## config.mk

```make
export PLATFORM = sky130hd
export DESIGN_NAME = i2c_csrs_fbuf
export DESIGN_NICKNAME = d
export VERILOG_FILES = /design/src/i2c_csrs_pkg.sv /design/src/i2c_csrs_fbuf.sv
export SDC_FILE = /design/constraint.sdc
export NUM_CORES = 2
export LEC_CHECK = 0
export ABC_AREA = 1
export BUFFER_PORTS_ARGS = -buffer_cell sky130_fd_sc_hd__buf_2
export CORE_MARGIN = 1
export CORE_UTILIZATION = 63
export CTS_CLUSTER_DIAMETER = 40
export DETAILED_ROUTE_END_ITERATION = 7
export GPL_ROUTABILITY_DRIVEN = 0
export PLACE_DENSITY_LB_ADDON = 0.05
export SYNTH_ARGS = -nofsm -noshare
export SYNTH_HDL_FRONTEND = slang
export SYNTH_SLANG_ARGS = --single-unit
```

## constraint.sdc

```tcl
create_clock -name clk -period 2 [get_ports clk]
set_input_delay 0.1 -clock clk [delete_from_list [all_inputs] [get_ports clk]]
set_output_delay 0.1 -clock clk [all_outputs]
set_load 0.05 [all_outputs]
```

## src/i2c_csrs_pkg.sv

```systemverilog
// shared constants, mode codes and interface structs for the checksummed i2c register slave
// no dependencies

package i2c_csrs_pkg;

    // table geometry
    localparam int unsigned TABLE_DEPTH = 256;
    localparam int unsigned ADDR_W      = $clog2(TABLE_DEPTH);
    localparam int unsigned COUNT_W     = ADDR_W + 1;

    // frame length above which a frame is a read request
    localparam int unsigned REG_COUNT   = 256;
    localparam logic [7:0]  READ_LIMIT  = 8'(REG_COUNT - 3);

    localparam logic [7:0]  SEED_RESET  = 8'h22;
    localparam logic [7:0]  IDLE_BYTE   = 8'hFF;

    // item modes
    localparam logic [2:0] MODE_ADDR_MATCH = 3'd0;
    localparam logic [2:0] MODE_BUS_WRITE  = 3'd1;
    localparam logic [2:0] MODE_BUS_READ   = 3'd2;
    localparam logic [2:0] MODE_LOCAL_LOAD = 3'd3;
    localparam logic [2:0] MODE_LOCAL_READ = 3'd4;

    // register file / mask table access
    typedef struct packed {
        logic              load_en;   // local load: value and both masks
        logic              wr_en;     // committed value write only
        logic [ADDR_W-1:0] wr_addr;
        logic [7:0]        wr_data;
        logic [7:0]        wr_wmask;
        logic [7:0]        wr_rmask;
        logic              rd_en;
        logic [ADDR_W-1:0] rd_addr;
    } rm_req_t;

    typedef struct packed {
        logic [7:0] value;
        logic [7:0] wmask;
        logic [7:0] rmask;
    } rm_rsp_t;

    // frame buffer access
    typedef struct packed {
        logic              wr_en;
        logic [ADDR_W-1:0] wr_addr;
        logic [7:0]        wr_data;
        logic [ADDR_W-1:0] rd_addr;
    } fb_req_t;

endpackage

```

## src/i2c_csrs_fbuf.sv

```systemverilog
// frame buffer memory holding the bytes of the current bus frame, registered read
// depends on i2c_csrs_pkg

module i2c_csrs_fbuf
    import i2c_csrs_pkg::*;
(
    input  logic       clk,
    input  fb_req_t    req,
    output logic [7:0] rd_data
);

    logic [7:0] mem [TABLE_DEPTH];

    always_ff @(posedge clk)
    begin
        if (req.wr_en)
        begin
            mem[req.wr_addr] <= req.wr_data;
        end
        rd_data <= mem[req.rd_addr];
    end

endmodule

```

==> flow_summary.toml <==
[run_status]
status = "complete, no violations"

[timing]
number_of_setup_violations_in_the_final_report = 0
finClkSkew_ps = 23.8
final.min_clock_period_ps = 1960
hold_viol_final = 0
finalCritPeriodShare = 0.980
fin_worst_hold_slack_ps = 79.0
worst_slew_pin_slew_ps = 1060
rsz_0062_raised_after_global_routing = "false"
totalNegativeSetupSlack_ps = 0
timing.final.max_slew_violations = 0
postLayoutSetupSlackWorst_ps = 40.9
fmax_mhz = 510
slew_headroom = 0.296

[synthesis]
synth.top_cells.by_area = "sky130_fd_sc_hd__edfxtp_1 (74%), sky130_fd_sc_hd__nand3_1 (12%), sky130_fd_sc_hd__nand2_1 (9.6%)"
synthesis.nets = 7029
syn-mean-instance-area_sq_um = 11.9
synth_most_common_cell = "sky130_fd_sc_hd__nand2_1"
post-synth-top-area-fraction = 0.737
yosys_register_bits = 2056
synth_warnings = 0
synth_enable_flop_cells = 2048
synth_seq_area_share = 0.739
synth_cell_type_count = 14
synth_common_cells = "sky130_fd_sc_hd__nand2_1 (2123), sky130_fd_sc_hd__edfxtp_1 (2048), sky130_fd_sc_hd__nand3_1 (2019), sky130_fd_sc_hd__nor2_1 (283), sky130_fd_sc_hd__buf_2 (268)"
ys_async_sr_fraction = 0
syn_area_sq_um = 83400
synthesis.instances = 7003
post-synth-top-area-cell = "sky130_fd_sc_hd__edfxtp_1"
postSynth.topFlopCell = "sky130_fd_sc_hd__edfxtp_1"

[clocking]
h-tree-depth = 4
ctsRootBufferMaster = "sky130_fd_sc_hd__clkbuf_16"
cts.clk_slew.worst_paths_ps = 60
clock_sinks = 2056
clock_latency_ps = 860
clk_path_buf_depth = 3
cts_tree = "yes"
postCtsSetupRepairBufs = 0
cts-buffers-inserted = 226

[layout]
regArea_sq_um = 61700
areaGrowthSynthToFinish_pct = 18.2
multiInputGateArea_sq_um = 19200
final_core_utilization = 0.750
nFillCells = 8411
post_route_cells_drive_above_1_share = 0.151
nets = 7575

[floorplan]
io_pins = 34
fp.dieArea_sq_um = 134000
rows = 133
design.core.area_sq_um = 131000
die-width_um = 366
die_height_um = 366
floorplan.initialDensity = 0.634

[placement]
post-dp-hpwl_mm = 147
dp_slack_ps = -549
io_buffers = 33

[grt]
grt_pass1_vias = 56076
grt_antenna_before_repair = 8
grt_pass1_wl_mm = 351
grt_usage = 0.353
grt_start_max_net_pins = 98
globalRouteOverflowTotal = 0

[pwr]
power_per_cell_area_nw_per_um2 = 973
leakage_nw = 35.9
vdd_drop_max_uv = 1180
report.power.total_w = 0.0959

[setup_path]
path_class = "reg -> reg"
timing.critical_path.mode_cell = "sky130_fd_sc_hd__nand3_1"
setup.worst_path.end_class = "register"
top_fanout_value_on_the_critical_path = 1
critical_path_required_time_ps = 2730
critical_path.cell_chain = "nand2_1, nand3_1, nand3_1, nand3_1, nand3_1, nand3_1, nand3_1, nand2_1, nand2_2, nand2_1"
setup.worst_path.start_class = "register"
critPathMaxStageDelay_ps = 350
critical_path_arrival_ps = 2690
critical-path-slowest-cell = "sky130_fd_sc_hd__edfxtp_1"

[detailed_routing]
post_drt_via_cell_ratio = 6.15
final_wirelength_mm = 235
drcViolationCount = 0
drtIter0Drc = 7566
routed-via-count = 58503
remaining_number_of_nets_flagged_by_the_antenna_check_after_routing = 0
routedWlPerCell_um = 24.7
drt_pass1_iterations = 6

[worst_hold_path]
holdCritPathClass = "in -> reg"

[run]
max-cap-violations = 0
[sequential cells by signal, indices dropped and copies added (netlist names)]
name / cells
mem: 2048
rd_data: 8
[metrics by stage]
step | instance area [sq um] | cells
2_1_floorplan | 83400 | 7003
3_3_place_gp | 90800 | 9061
3_5_place_dp | 90800 | 9061
4_1_cts | 98600 | 9501
5_1_grt | 98600 | 9502
6_report | 98600 | 9507
[power by group]
part | internal, W | switching, W
Clock | 0.0246 | 0.0173
Sequential | 0.0475 | 0.0000622
Combinational | 0.00198 | 0.00445
Total | 0.0741 | 0.0218
[path summary, 6_finish.rpt]
| path | start | end | slack (ps) | cells past startpoint |
|---|---|---|---|---|
| min | req[21] | mem[70][6]$_DFFE_PP_ | 80 | 5 |
| min reg2reg | mem[62][2]$_DFFE_PP_ | rd_data[2]$_DFF_P_ | 980 | 10 |
| max | mem[1][7]$_DFFE_PP_ | rd_data[7]$_DFF_P_ | 40 | 10 |
| max reg2reg | mem[1][7]$_DFFE_PP_ | rd_data[7]$_DFF_P_ | 40 | 10 |
[critical path, delay by kind of cell (launching register included)]
| family | cells | cell delay [ps] |
|---|---|---|
| and+or+nand+nor | 10 | 1490 |
| DFF | 1 | 350 |
[final cells by class]
type / count / share of cell area
Antenna cell: 6 / 0.000152
Clock buffer: 264 / 0.0594
Clock inverter: 161 / 0.0175
Inverter: 39 / 0.00183
Multi-Input combinational cell: 4425 / 0.194
Sequential cell: 2056 / 0.625
Tap cell: 1755 / 0.0223
Timing Repair Buffer: 801 / 0.0789
[cells by family after synthesis]
family,synth area share
AND/OR/NAND/NOR,0.229
flip-flops,0.739
buffers and inverters,0.0312
[cells in the final DEF, fill, tap and decap left out]
cell type / count
sky130_fd_sc_hd__clkinv_1: 29
sky130_fd_sc_hd__inv_8: 3
sky130_fd_sc_hd__dlygate4sd3_1: 15
sky130_fd_sc_hd__nand2_1: 2112
sky130_fd_sc_hd__clkinvlp_4: 19
sky130_fd_sc_hd__clkinv_2: 36
sky130_fd_sc_hd__nand3_2: 2
sky130_fd_sc_hd__bufinv_16: 27
sky130_fd_sc_hd__nand2_2: 11
sky130_fd_sc_hd__inv_1: 34
sky130_fd_sc_hd__buf_2: 21
sky130_fd_sc_hd__inv_2: 1
sky130_fd_sc_hd__clkinv_8: 6
sky130_fd_sc_hd__inv_6: 25
sky130_fd_sc_hd__nor2_1: 283
sky130_fd_sc_hd__clkbuf_8: 2
sky130_fd_sc_hd__dfxtp_1: 7
sky130_fd_sc_hd__diode_2: 6
sky130_fd_sc_hd__clkbuf_1: 34
sky130_fd_sc_hd__buf_12: 136
sky130_fd_sc_hd__edfxtp_1: 2048
sky130_fd_sc_hd__inv_4: 1
sky130_fd_sc_hd__inv_16: 1
sky130_fd_sc_hd__buf_4: 618
sky130_fd_sc_hd__clkinv_4: 18
sky130_fd_sc_hd__dfxtp_2: 1
sky130_fd_sc_hd__clkbuf_16: 228
sky130_fd_sc_hd__buf_8: 11
sky130_fd_sc_hd__nand3_1: 2017
[layer usage]
metal / routed length, um / track usage / vias to the layer above
met5: 31 / 0 / -
met4: 10500 / 0.155 / 4
met2: 110000 / 0.545 / 3452
met1: 89800 / 0.499 / 28459
li1: - / - / 26026
met3: 25100 / 0.0615 / 562
[what timing repair did]
action                                  in CTS  in global routing
hold endpoints to repair                  1927                  0
endpoints found under the setup margin       1                  5
gates resized for setup                      1                  5
hold buffers                                15                  0
No activity file was read; power rests on OpenSTA's default activity.
