### config.mk
export PLATFORM = sky130hd
export DESIGN_NAME = i2c_csrs_ctrl
export DESIGN_NICKNAME = d
export VERILOG_FILES = /design/src/i2c_csrs_pkg.sv /design/src/i2c_csrs_ctrl.sv
export SDC_FILE = /design/constraint.sdc
export NUM_CORES = 1
export LEC_CHECK = 0
export BUFFER_PORTS_ARGS = -buffer_cell sky130_fd_sc_hd__buf_2
export CORE_MARGIN = 3
export CORE_UTILIZATION = 50
export CTS_BUF_LIST = sky130_fd_sc_hd__clkbuf_8
export CTS_CLUSTER_DIAMETER = 50
export DETAILED_ROUTE_END_ITERATION = 8
export GPL_ROUTABILITY_DRIVEN = 0
export PLACE_DENSITY = 0.74
export SKIP_LAST_GASP = 1
export SLEW_MARGIN = 10
export SYNTH_ARGS = -nofsm -noshare
export SYNTH_HDL_FRONTEND = slang
export SYNTH_SLANG_ARGS = --single-unit
### constraint.sdc
create_clock -name clk -period 8.85 [get_ports clk]
set_input_delay 0.885 -clock clk [delete_from_list [all_inputs] [get_ports clk]]
set_output_delay 0.885 -clock clk [all_outputs]
set_load 0.02 [all_outputs]
### src/i2c_csrs_pkg.sv
// shared constants, mode codes and interface structs for the checksummed i2c register slave
// no dependencies

package i2c_csrs_pkg;

    // table geometry
    localparam int unsigned TABLE_DEPTH = 256;
    localparam int unsigned ADDR_W      = $clog2(TABLE_DEPTH);
    localparam int unsigned COUNT_W     = ADDR_W + 1;

    // frame length above which a frame is a read request
    localparam int unsigned REG_COUNT   = 256;
    localparam logic [7:0]  READ_LIMIT  = 8'(REG_COUNT - 3);

    localparam logic [7:0]  SEED_RESET  = 8'h22;
    localparam logic [7:0]  IDLE_BYTE   = 8'hFF;

    // item modes
    localparam logic [2:0] MODE_ADDR_MATCH = 3'd0;
    localparam logic [2:0] MODE_BUS_WRITE  = 3'd1;
    localparam logic [2:0] MODE_BUS_READ   = 3'd2;
    localparam logic [2:0] MODE_LOCAL_LOAD = 3'd3;
    localparam logic [2:0] MODE_LOCAL_READ = 3'd4;

    // register file / mask table access
    typedef struct packed {
        logic              load_en;   // local load: value and both masks
        logic              wr_en;     // committed value write only
        logic [ADDR_W-1:0] wr_addr;
        logic [7:0]        wr_data;
        logic [7:0]        wr_wmask;
        logic [7:0]        wr_rmask;
        logic              rd_en;
        logic [ADDR_W-1:0] rd_addr;
    } rm_req_t;

    typedef struct packed {
        logic [7:0] value;
        logic [7:0] wmask;
        logic [7:0] rmask;
    } rm_rsp_t;

    // frame buffer access
    typedef struct packed {
        logic              wr_en;
        logic [ADDR_W-1:0] wr_addr;
        logic [7:0]        wr_data;
        logic [ADDR_W-1:0] rd_addr;
    } fb_req_t;

endpackage

### src/i2c_csrs_ctrl.sv
// frame parser, checksum, commit sequencer and result register of the register slave
// depends on i2c_csrs_pkg; drives i2c_csrs_regmem and i2c_csrs_fbuf

module i2c_csrs_ctrl
    import i2c_csrs_pkg::*;
(
    input  logic       clk,
    input  logic       rst_n,
    input  logic       in_valid,
    output logic       in_stall,
    input  logic [2:0] mode,
    input  logic [7:0] bus_byte,
    input  logic [7:0] reg_address,
    input  logic [7:0] write_mask,
    input  logic [7:0] read_mask,
    output logic       out_valid,
    input  logic       out_stall,
    output logic       ack,
    output logic [7:0] data_out,
    input  logic       cfg_valid,
    input  logic [7:0] cfg_data,
    output rm_req_t    rm_req,
    input  rm_rsp_t    rm_rsp,
    output fb_req_t    fb_req,
    input  logic [7:0] fb_rd_data
);

    typedef enum logic [3:0] {
        S_IDLE   = 4'b0001,
        S_RDWAIT = 4'b0010,
        S_COMMIT = 4'b0100,
        S_RESP   = 4'b1000
    } state_t;

    state_t             state_reg,    state_next;
    logic [7:0]         seed_reg;
    logic [ADDR_W-1:0]  ptr_reg,      ptr_next;
    logic [COUNT_W-1:0] cnt_reg,      cnt_next;
    logic [7:0]         rcount_reg,   rcount_next;
    logic [7:0]         csum_reg,     csum_next;
    logic               armed_reg,    armed_next;
    logic [7:0]         fb0_reg,      fb0_next;
    logic [7:0]         fb1_reg,      fb1_next;
    logic [7:0]         fb2_reg,      fb2_next;
    logic               bus_rd_reg,   bus_rd_next;
    logic [7:0]         cm_len_reg,   cm_len_next;
    logic [7:0]         cm_idx_reg,   cm_idx_next;
    logic               cm_pend_reg,  cm_pend_next;
    logic [ADDR_W-1:0]  cm_waddr_reg, cm_waddr_next;
    logic               resp_ack_reg, resp_ack_next;
    logic [7:0]         resp_data_reg, resp_data_next;
    logic               out_valid_reg, out_valid_next;
    logic               out_ack_reg,  out_ack_next;
    logic [7:0]         out_data_reg, out_data_next;

    logic               accept;
    logic               out_free;
    logic [COUNT_W-1:0] cnt_inc;
    logic [COUNT_W-1:0] rcount_end;
    logic [7:0]         len_now;
    logic [7:0]         ptr_now;
    logic [7:0]         rc_now;
    logic               read_req;
    logic [COUNT_W-1:0] expected;
    logic               cm_issue;

    assign accept     = in_valid && !in_stall;
    assign out_free   = !out_valid_reg || !out_stall;
    assign cnt_inc    = cnt_reg + COUNT_W'(1);
    assign rcount_end = {1'b0, rcount_reg} + COUNT_W'(1);

    // frame header bytes, the byte on the bus overrides the one held
    assign ptr_now  = (cnt_reg[ADDR_W-1:0] == ADDR_W'(0)) ? bus_byte : fb0_reg;
    assign len_now  = (cnt_reg[ADDR_W-1:0] == ADDR_W'(1)) ? bus_byte : fb1_reg;
    assign rc_now   = (cnt_reg[ADDR_W-1:0] == ADDR_W'(2)) ? bus_byte : fb2_reg;
    assign read_req = len_now > READ_LIMIT;
    assign expected = read_req ? COUNT_W'(4) : (COUNT_W'(3) + {1'b0, len_now});
    assign cm_issue = cm_idx_reg != cm_len_reg;

    // checksum seed register
    always_ff @(posedge clk or negedge rst_n)
    begin
        if (!rst_n)
        begin
            seed_reg <= SEED_RESET;
        end
        else if (cfg_valid)
        begin
            seed_reg <= cfg_data;
        end
    end

    // control state
    always_ff @(posedge clk or negedge rst_n)
    begin
        if (!rst_n)
        begin
            state_reg     <= S_IDLE;
            ptr_reg       <= '0;
            cnt_reg       <= '0;
            rcount_reg    <= '0;
            csum_reg      <= '0;
            armed_reg     <= 1'b0;
            cm_pend_reg   <= 1'b0;
            out_valid_reg <= 1'b0;
        end
        else
        begin
            state_reg     <= state_next;
            ptr_reg       <= ptr_next;
            cnt_reg       <= cnt_next;
            rcount_reg    <= rcount_next;
            csum_reg      <= csum_next;
            armed_reg     <= armed_next;
            cm_pend_reg   <= cm_pend_next;
            out_valid_reg <= out_valid_next;
        end
    end

    // payload registers
    always_ff @(posedge clk)
    begin
        fb0_reg       <= fb0_next;
        fb1_reg       <= fb1_next;
        fb2_reg       <= fb2_next;
        bus_rd_reg    <= bus_rd_next;
        cm_len_reg    <= cm_len_next;
        cm_idx_reg    <= cm_idx_next;
        cm_waddr_reg  <= cm_waddr_next;
        resp_ack_reg  <= resp_ack_next;
        resp_data_reg <= resp_data_next;
        out_ack_reg   <= out_ack_next;
        out_data_reg  <= out_data_next;
    end

    // next state and memory requests
    always_comb
    begin
        state_next     = state_reg;
        ptr_next       = ptr_reg;
        cnt_next       = cnt_reg;
        rcount_next    = rcount_reg;
        csum_next      = csum_reg;
        armed_next     = armed_reg;
        fb0_next       = fb0_reg;
        fb1_next       = fb1_reg;
        fb2_next       = fb2_reg;
        bus_rd_next    = bus_rd_reg;
        cm_len_next    = cm_len_reg;
        cm_idx_next    = cm_idx_reg;
        cm_pend_next   = 1'b0;
        cm_waddr_next  = cm_waddr_reg;
        resp_ack_next  = resp_ack_reg;
        resp_data_next = resp_data_reg;
        out_valid_next = out_valid_reg && out_stall;
        out_ack_next   = out_ack_reg;
        out_data_next  = out_data_reg;

        rm_req          = '0;
        rm_req.wr_addr  = cm_waddr_reg;
        rm_req.rd_addr  = ptr_reg;
        fb_req          = '0;
        fb_req.wr_addr  = cnt_reg[ADDR_W-1:0];
        fb_req.wr_data  = bus_byte;
        fb_req.rd_addr  = ADDR_W'(cm_idx_reg) + ADDR_W'(2);

        case (state_reg)
            S_IDLE:
            begin
                if (accept)
                begin
                    resp_ack_next  = 1'b1;
                    resp_data_next = 8'h00;
                    state_next     = S_RESP;
                    case (mode)
                        MODE_ADDR_MATCH:
                        begin
                            cnt_next  = '0;
                            csum_next = seed_reg;
                        end
                        MODE_BUS_WRITE:
                        begin
                            // buffer the byte and keep the header bytes at hand
                            fb_req.wr_en = 1'b1;
                            fb0_next     = ptr_now;
                            fb1_next     = len_now;
                            fb2_next     = rc_now;
                            cnt_next     = cnt_inc;
                            csum_next    = csum_reg + bus_byte;
                            if (cnt_inc >= COUNT_W'(2) && cnt_inc >= expected)
                            begin
                                // frame end: check and restart
                                cnt_next  = '0;
                                csum_next = seed_reg;
                                if (8'(~csum_reg + 8'd1) != bus_byte)
                                begin
                                    resp_ack_next = 1'b0;
                                end
                                else
                                begin
                                    ptr_next = ptr_now;
                                    if (read_req)
                                    begin
                                        armed_next  = 1'b1;
                                        rcount_next = rc_now;
                                    end
                                    else if (len_now != 8'd0)
                                    begin
                                        cm_len_next = len_now;
                                        cm_idx_next = 8'd0;
                                        state_next  = S_COMMIT;
                                    end
                                end
                            end
                        end
                        MODE_BUS_READ:
                        begin
                            if (!armed_reg || cnt_reg > rcount_end)
                            begin
                                resp_data_next = IDLE_BYTE;
                            end
                            else
                            begin
                                cnt_next = cnt_inc;
                                if (cnt_inc == rcount_end)
                                begin
                                    // checksum byte closes the read
                                    armed_next     = 1'b0;
                                    rcount_next    = 8'd0;
                                    resp_data_next = 8'(~csum_reg + 8'd1);
                                end
                                else
                                begin
                                    rm_req.rd_en   = 1'b1;
                                    rm_req.rd_addr = ptr_reg;
                                    ptr_next       = ptr_reg + ADDR_W'(1);
                                    bus_rd_next    = 1'b1;
                                    state_next     = S_RDWAIT;
                                end
                            end
                        end
                        MODE_LOCAL_LOAD:
                        begin
                            rm_req.load_en  = 1'b1;
                            rm_req.wr_addr  = reg_address;
                            rm_req.wr_data  = bus_byte;
                            rm_req.wr_wmask = write_mask;
                            rm_req.wr_rmask = read_mask;
                        end
                        MODE_LOCAL_READ:
                        begin
                            rm_req.rd_en   = 1'b1;
                            rm_req.rd_addr = reg_address;
                            bus_rd_next    = 1'b0;
                            state_next     = S_RDWAIT;
                        end
                        default:
                        begin
                            resp_ack_next = 1'b1;
                        end
                    endcase
                end
            end
            S_RDWAIT:
            begin
                // register data has arrived
                if (bus_rd_reg)
                begin
                    resp_data_next = rm_rsp.value & rm_rsp.rmask;
                    csum_next      = csum_reg + (rm_rsp.value & rm_rsp.rmask);
                end
                else
                begin
                    resp_data_next = rm_rsp.value;
                end
                state_next = S_RESP;
            end
            S_COMMIT:
            begin
                // read entry i while merging and writing back entry i-1
                if (cm_issue)
                begin
                    rm_req.rd_en   = 1'b1;
                    rm_req.rd_addr = ptr_reg;
                    cm_waddr_next  = ptr_reg;
                    cm_pend_next   = 1'b1;
                    ptr_next       = ptr_reg + ADDR_W'(1);
                    cm_idx_next    = cm_idx_reg + 8'd1;
                end
                else
                begin
                    state_next = S_RESP;
                end
                if (cm_pend_reg)
                begin
                    rm_req.wr_en   = 1'b1;
                    rm_req.wr_addr = cm_waddr_reg;
                    rm_req.wr_data = (rm_rsp.value & ~rm_rsp.wmask) |
                                     (fb_rd_data & rm_rsp.wmask);
                end
            end
            S_RESP:
            begin
                // hand the result word to the output register
                if (out_free)
                begin
                    out_valid_next = 1'b1;
                    out_ack_next   = resp_ack_reg;
                    out_data_next  = resp_data_reg;
                    state_next     = S_IDLE;
                end
            end
            default:
            begin
                state_next = S_IDLE;
            end
        endcase
    end

    assign in_stall  = state_reg != S_IDLE;
    assign out_valid = out_valid_reg;
    assign ack       = out_ack_reg;
    assign data_out  = out_data_reg;

endmodule

==> flow_metrics.py, run 1 <==
metrics = {
    "sta": {
        "setup_violations": 0,
        "fin_crit_sh_pct": 65.62,
        "hold_violations": 0,
        "max_freq_ghz": 0.1722,
        "period_minus_slack_ps": 5807,
        "slew_headroom_pct": 25.36,
        "final.setup.tns_ps": 0,
        "finalMaxSlewViolations": 0,
        "rsz0062_at_grt": "no",
        "fin_skew_ps": 11.77,
        "worst_pin_slew_ps": 1111,
        "fin_hold_ws_ps": 415.6,
    },
    "synthesis": {
        "synth_fa_ha_area_share_pct": 7.245,
        "ys_types": 72,
        "synth-seq-area-share_pct": 41.21,
        "synth_top_area_cell": "edfxtp_1",
        "synth_simple_gate_area_share_pct": 17.02,
        "synth_top_family_by_area": "simple AND/OR/NAND/NOR gates",
        "ys_seq_elements": 115,
        "synth_area_leaders": "edfxtp_1 26%, dfrtp_1 14%, ha_1 6.7%, mux2_2 6.3%, xor2_1 3.7%",
        "synth_flop_cell": "edfxtp_1",
        "synth_edf_count": 67,
        "syn_avg_cell_area_um2": 9.970,
        "netlist_area_um2": 7806,
        "synth_xor_area_share_pct": 7.133,
        "async_flop_share_pct": 41.74,
        "synthMuxAreaShare_pct": 8.832,
        "yosys_warnings": 0,
        "syn_inst": 783,
        "syn_nets": 907,
        "synth_top_area_share_pct": 25.77,
        "synth-compound-area-share_pct": 13.59,
    },
    "die": {
        "rows": 45,
        "fp.dieArea_um2": 17150,
        "initial_core_util_pct": 51.16,
        "dieWidth_um": 131.0,
        "die_h_um": 131.0,
        "pin_count": 159,
        "core-area_um2": 15260,
    },
    "hold_path": {
        "min_path_type": "flop to flop",
    },
    "power_and_ir_drop": {
        "p_clk_share_pct": 23.6,
        "switching_share_pct": 38.49,
        "pwr-share-seq_pct": 36.4,
        "vdd.ir_drop.worst_mv": 0.1415,
        "p_leak_nw": 3.959,
        "combPwrFrac_pct": 40.0,
        "p_sw_w": 0.0008576,
        "p_int_w": 0.001371,
        "powerDensity_nw_per_um2": 245.2,
    },
    "cells_and_area": {
        "drive_gt1_share_pct": 28.11,
        "nets": 1043,
        "largest_register_ffs": 9,
        "final_util_pct": 59.56,
        "nFillCells": 1322,
        "area_growth_pct": 16.41,
    },
    "worst_setup_path": {
        "cp-end-kind": "flop",
        "cp_max_fo": 15,
        "cp.arrival_ps": 6200,
        "critPathRequiredTime_ps": 9240,
        "startpoint_type": "flop",
        "critPathKind": "flop to flop",
    },
    "run": {
        "cap_violations": 0,
    },
    "clock_tree": {
        "path_clk_slew_ps": 80,
        "cts_max_path_buffers": 2,
        "numCtsBuffers": 17,
        "post_cts_buffers": 0,
        "cts_root_buffer": "clkbuf_8",
        "cts_tree": "built",
        "postCtsResizedCells": 0,
        "clock_latency_ps": 450,
        "cts_hold_buffers": 0,
        "cts_max_level": 4,
        "clock-sinks": 115,
    },
    "outcome": {
        "status": "finished, final reports clean",
    },
    "route": {
        "postRouteAntennaNets": 0,
        "drc": 0,
        "initialDrtViolationCount": 610,
        "vias_per_cell": 5.638,
        "via_count": 6450,
        "drt-total-wl_um": 20010,
        "drt_pre_antenna_iters": 6,
        "wire_per_inst_um": 17.49,
    },
    "grt": {
        "grt_pass1_vias": 5854,
        "gr-usage-all-layers_pct": 23.47,
        "grt_pass1_wl_um": 30840,
        "grt_antenna_before_repair": 3,
        "grt_max_degree": 49,
        "overflow": 0,
    },
    "placement": {
        "dpl.hpwl_um": 14800,
        "io_buffers": 158,
    },
}
==> power groups by stage <==
| stage | logic [W] | registers, W | clock network [W] |
|---|---|---|---|
| CTS | 0.000886 | 0.000809 | 0.000536 |
| detailed placement | 0.000880 | 0.000819 | 0 |
| global placement | 0.000870 | 0.000817 | 0 |
| floorplan | 0.000694 | 0.000775 | 0 |
| finish | 0.000891 | 0.000812 | 0.000526 |
| global route | 0.000990 | 0.000827 | 0.000560 |
==> per-layer routing <==
metal	vias up	routed length, µm	track usage, %
met5	-	36	0
met4	4	371	7.260
met3	35	1630	5.732
met2	269	9095	35.90
met1	3018	8875	33.06
li1	3124	-	-
==> final timing paths <==
| kind | start | to | slack, ps | cells after the start |
|---|---|---|---|---|
| setup / recovery | cnt_reg[6] | cnt_reg[5] | 3040 | 15 |
| hold / removal | resp_data_reg[0] | data_out[0] | 420 | 0 |
| setup reg to reg | cnt_reg[6] | cnt_reg[5] | 3040 | 15 |
| hold reg to reg | resp_data_reg[0] | data_out[0] | 420 | 0 |
| max in group asynchronous | rst_n | cnt_reg[4] | 7840 | 2 |
| min in group asynchronous | rst_n | csum_reg[1] | 540 | 2 |
==> cells in the final DEF, fill, tap and decap left out, types with 14 or more instances in the layout <==
cell	n
dfrtp_1	45
o21ai_0	48
xnor2_1	28
nor3_1	19
xor2_1	33
nor2_1	49
edfxtp_1	67
mux2_2	44
inv_1	31
mux2i_1	18
nand2_1	64
nor4_1	14
nand3_1	19
a21oi_1	46
clkbuf_8	17
buf_2	158
and2_1	28
ha_1	42
==> Yosys cell counts (10+ instances only) <==
cell type,instances
mux2_2,44
dfrtp_1,45
nor3_1,20
ha_1,42
xnor2_1,28
nand4_1,13
o21ai_0,48
a21o_1,10
xor2_1,33
buf_4,17
edfxtp_1,67
nand2_1,64
nand3_1,19
a21oi_1,46
and2_1,28
mux2i_1,18
nor2_1,50
inv_1,30
nor4_1,14
clkbuf_1,19
==> through the flow <==
step	setup WS, ps	cells	total power [W]	area [µm²]
4_1_cts	3045	1143	0.002231	9080
5_1_grt	2571	1144	0.002377	9087
3_5_place_dp	3054	1111	0.001698	8656
6_report	3043	1144	0.002228	9087
2_1_floorplan	3930	783	0.001469	7806
3_3_place_gp	3201	1111	0.001687	8656
==> worst max-delay path: stages, from the launching register on <==
cell and delay (ps):
dfrtp_1 480, or4_1 590, or4b_1 880, mux2_2 460
o21ai_1 250, nor2_1 70, o21ai_1 150, ha_1 270
a211oi_1 250, nor2_1 70, a211oi_1 180, o21ai_0 220
a21oi_1 910, o21bai_1 520, nor4_1 320, a21o_1 120
==> cell type report <==
cell class                 instances  area, µm²  share of cell area (%)
tap                              211      264.0                   2.905
sequential                       115       3217                   35.40
multi-input combinational        589       4220                   46.44
clock buffer                      17      234.0                   2.575
clock inverter                    15      190.2                   2.093
timing repair buffer             165      843.3                   9.280
antenna                            1      2.502                 0.02754
inverter                          31      116.4                   1.280
==> logic make-up after synthesis <==
| logic type | Yosys count |
|---|---|
| buffers and inverters | 79 |
| flip-flops | 115 |
| AO/OA/AOI/OAI | 164 |
| adder cells (fa/ha/maj) | 44 |
| multiplexers | 63 |
| XOR/XNOR | 62 |
| AND/OR/NAND/NOR | 256 |
Power figures use the tool's default switching activity.
==> inputs of run 2 (changes only) <==
==> constraint.sdc (replaced) <==
create_clock -name clk -period 6 [get_ports clk]
set_input_delay 0.6 -clock clk [delete_from_list [all_inputs] [get_ports clk]]
set_output_delay 0.6 -clock clk [all_outputs]
set_load 0.02 [all_outputs]
==> run 2 against run 1 <==
Net effect:
- worst setup slack worse by 2200 ps
- count of clock-buffer cells in the layout is 1 higher
- clock power is 62% higher
- power is 51% higher
- combinational power is 48% higher
==> flow_metrics.py, run 2 (same netlist as run 1, synthesis figures left out) <==
metrics = {
    "outcome": {
        "status": "finished, final reports clean",
    },
    "route": {
        "via_count": 6484,
        "drt-total-wl_um": 20160,
        "postRouteAntennaNets": 0,
        "drc": 0,
        "wire_per_inst_um": 17.56,
        "vias_per_cell": 5.648,
        "drt_pre_antenna_iters": 5,
        "initialDrtViolationCount": 464,
    },
    "clock_tree": {
        "clock-sinks": 115,
        "cts_max_path_buffers": 2,
        "path_clk_slew_ps": 70,
        "numCtsBuffers": 17,
        "cts_hold_buffers": 0,
        "cts_max_level": 4,
        "postCtsResizedCells": 0,
        "cts_root_buffer": "clkbuf_8",
        "clock_latency_ps": 450,
        "post_cts_buffers": 0,
        "cts_tree": "built",
    },
    "grt": {
        "grt_pass1_vias": 5875,
        "grt_antenna_before_repair": 3,
        "grt_max_degree": 49,
        "gr-usage-all-layers_pct": 23.34,
        "overflow": 0,
        "met3_usage_pct": 6.220,
        "grt_pass1_wl_um": 30770,
        "grtUsageMet2_pct": 35.66,
        "grt_busiest_layer": "met2",
        "use_met1_pct": 32.57,
    },
    "cells_and_area": {
        "final_util_pct": 60.01,
        "final_area_um2": 9156,
        "nets": 1047,
        "nFillCells": 1353,
        "final_cell_mix": "158 x buf_2, 67 x edfxtp_1, 64 x nand2_1",
        "multi_input_comb_area_um2": 4215,
        "area_growth_pct": 17.29,
        "mostFrequentLayoutCell": "buf_2",
        "drive_gt1_share_pct": 28.21,
        "seq_area_um2": 3217,
        "largest_register_ffs": 9,
    },
    "worst_setup_path": {
        "slowest_stage": "or4b_1",
        "critPathKind": "flop to flop",
        "cp_max_fo": 15,
        "cp-end-kind": "flop",
        "worstPathCellList": "or4_1, or4b_1, mux2_2, o21ai_1, nor2_1, o21ai_1, ha_1, nand4_1, nor2_1, a211oi_1, o21ai_0, and4_1, a21oi_1, a211oi_1, buf_4",
        "cpPeakStageDelay_ps": 890,
        "cp.arrival_ps": 5320,
        "startpoint_type": "flop",
        "critPathRequiredTime_ps": 6150,
    },
    "sta": {
        "fin_skew_ps": 16.63,
        "fin_crit_sh_pct": 86.23,
        "finalMaxSlewViolations": 0,
        "setup_violations": 0,
        "slew_headroom_pct": 21.24,
        "fin_ws_ps": 826.0,
        "max_freq_ghz": 0.1933,
        "hold_violations": 0,
        "worst_pin_slew_ps": 1167,
        "final.setup.tns_ps": 0,
        "rsz0062_at_grt": "no",
        "period_minus_slack_ps": 5174,
    },
    "power_and_ir_drop": {
        "p_sw_w": 0.001251,
        "p_leak_nw": 4.021,
        "pwr-share-seq_pct": 35.5,
        "vdd.ir_drop.worst_mv": 0.1663,
        "combPwrFrac_pct": 39.2,
        "powerDensity_nw_per_um2": 368.1,
        "finalPower_w": 0.003370,
        "p_int_w": 0.002119,
        "p_clk_share_pct": 25.4,
        "switching_share_pct": 37.12,
    },
    "placement": {
        "dpl_cell_area_um2": 8686,
        "dpl.hpwl_um": 15000,
        "pre_cts_slack_ps": 914.3,
        "io_buffers": 158,
    },
    "hold_path": {
        "min_path_type": "input port to async pin",
    },
    "die": {
        "initial_core_util_pct": 51.16,
        "pin_count": 159,
        "die_h_um": 131.0,
        "dieWidth_um": 131.0,
        "core-area_um2": 15260,
        "fp.dieArea_um2": 17150,
        "rows": 45,
    },
    "run": {
        "cap_violations": 0,
    },
}
## run 2: cell count changes in the layout (fill, tap and decap cells not counted), sizes merged
cell / previous run / this run
bufinv: 4 / 6
buf: 165 / 169
clkbuf: 17 / 18
inv: 33 / 34
clkinvlp: 4 / 0
## run 2: power groups by stage
stage               Combinational, W  Sequential (W)  Clock, W
floorplan                    0.00102         0.00114         0
global placement             0.00129         0.00120         0
detailed placement           0.00131         0.00121         0
CTS                          0.00132         0.00119  0.000866
global route                 0.00146         0.00122  0.000896
finish                       0.00132         0.00119  0.000854
## run 2: final timing paths
kind | startpoint | slack (ps) | to | depth (start not counted)
min in group clk | cfg_data[1] | 390 | seed_reg[1] | 2
setup / recovery | cnt_reg[2] | 830 | cm_idx_reg[2] | 15
hold reg to reg | resp_data_reg[7] | 420 | data_out[7] | 0
max in group asynchronous | rst_n | 5270 | seed_reg[7] | 2
hold / removal | rst_n | 280 | csum_reg[0] | 2
setup reg to reg | cnt_reg[2] | 830 | cm_idx_reg[2] | 15
## run 2: cell type report
type                    count  share of cell area, %
diodes                      1                0.02733
clock buffers              18                  2.706
clock inverters            14                  2.405
inverters                  31                  1.271
multi-input cells         589                  46.04
flip-flops and latches    115                  35.13
well taps                 211                  2.883
repair buffers            169                  9.538
## run 2: metal layers
| layer | vias to the layer above | share of wire, % |
|---|---|---|
| met5 | - | 0.13 |
| met4 | 4 | 1.6 |
| met3 | 35 | 7.7 |
| met2 | 235 | 46 |
| met1 | 3070 | 45 |
| li1 | 3140 | - |
## run 2: worst max-delay path, delay by kind of cell, from the launching register on
kind | cells | cell delay (ps)
fa+ha+maj | 1 | 160
flops | 1 | 520
compound gates | 6 | 1290
mux | 1 | 460
buf+inv | 1 | 220
simple gates | 6 | 2230
## run 2: metrics by stage
stage,std cells,hold WS (ps)
2_1_floorplan,783,304.4
3_3_place_gp,1115,400.7
3_5_place_dp,1115,407.9
4_1_cts,1147,273.4
5_1_grt,1148,308.0
6_report,1148,283.4
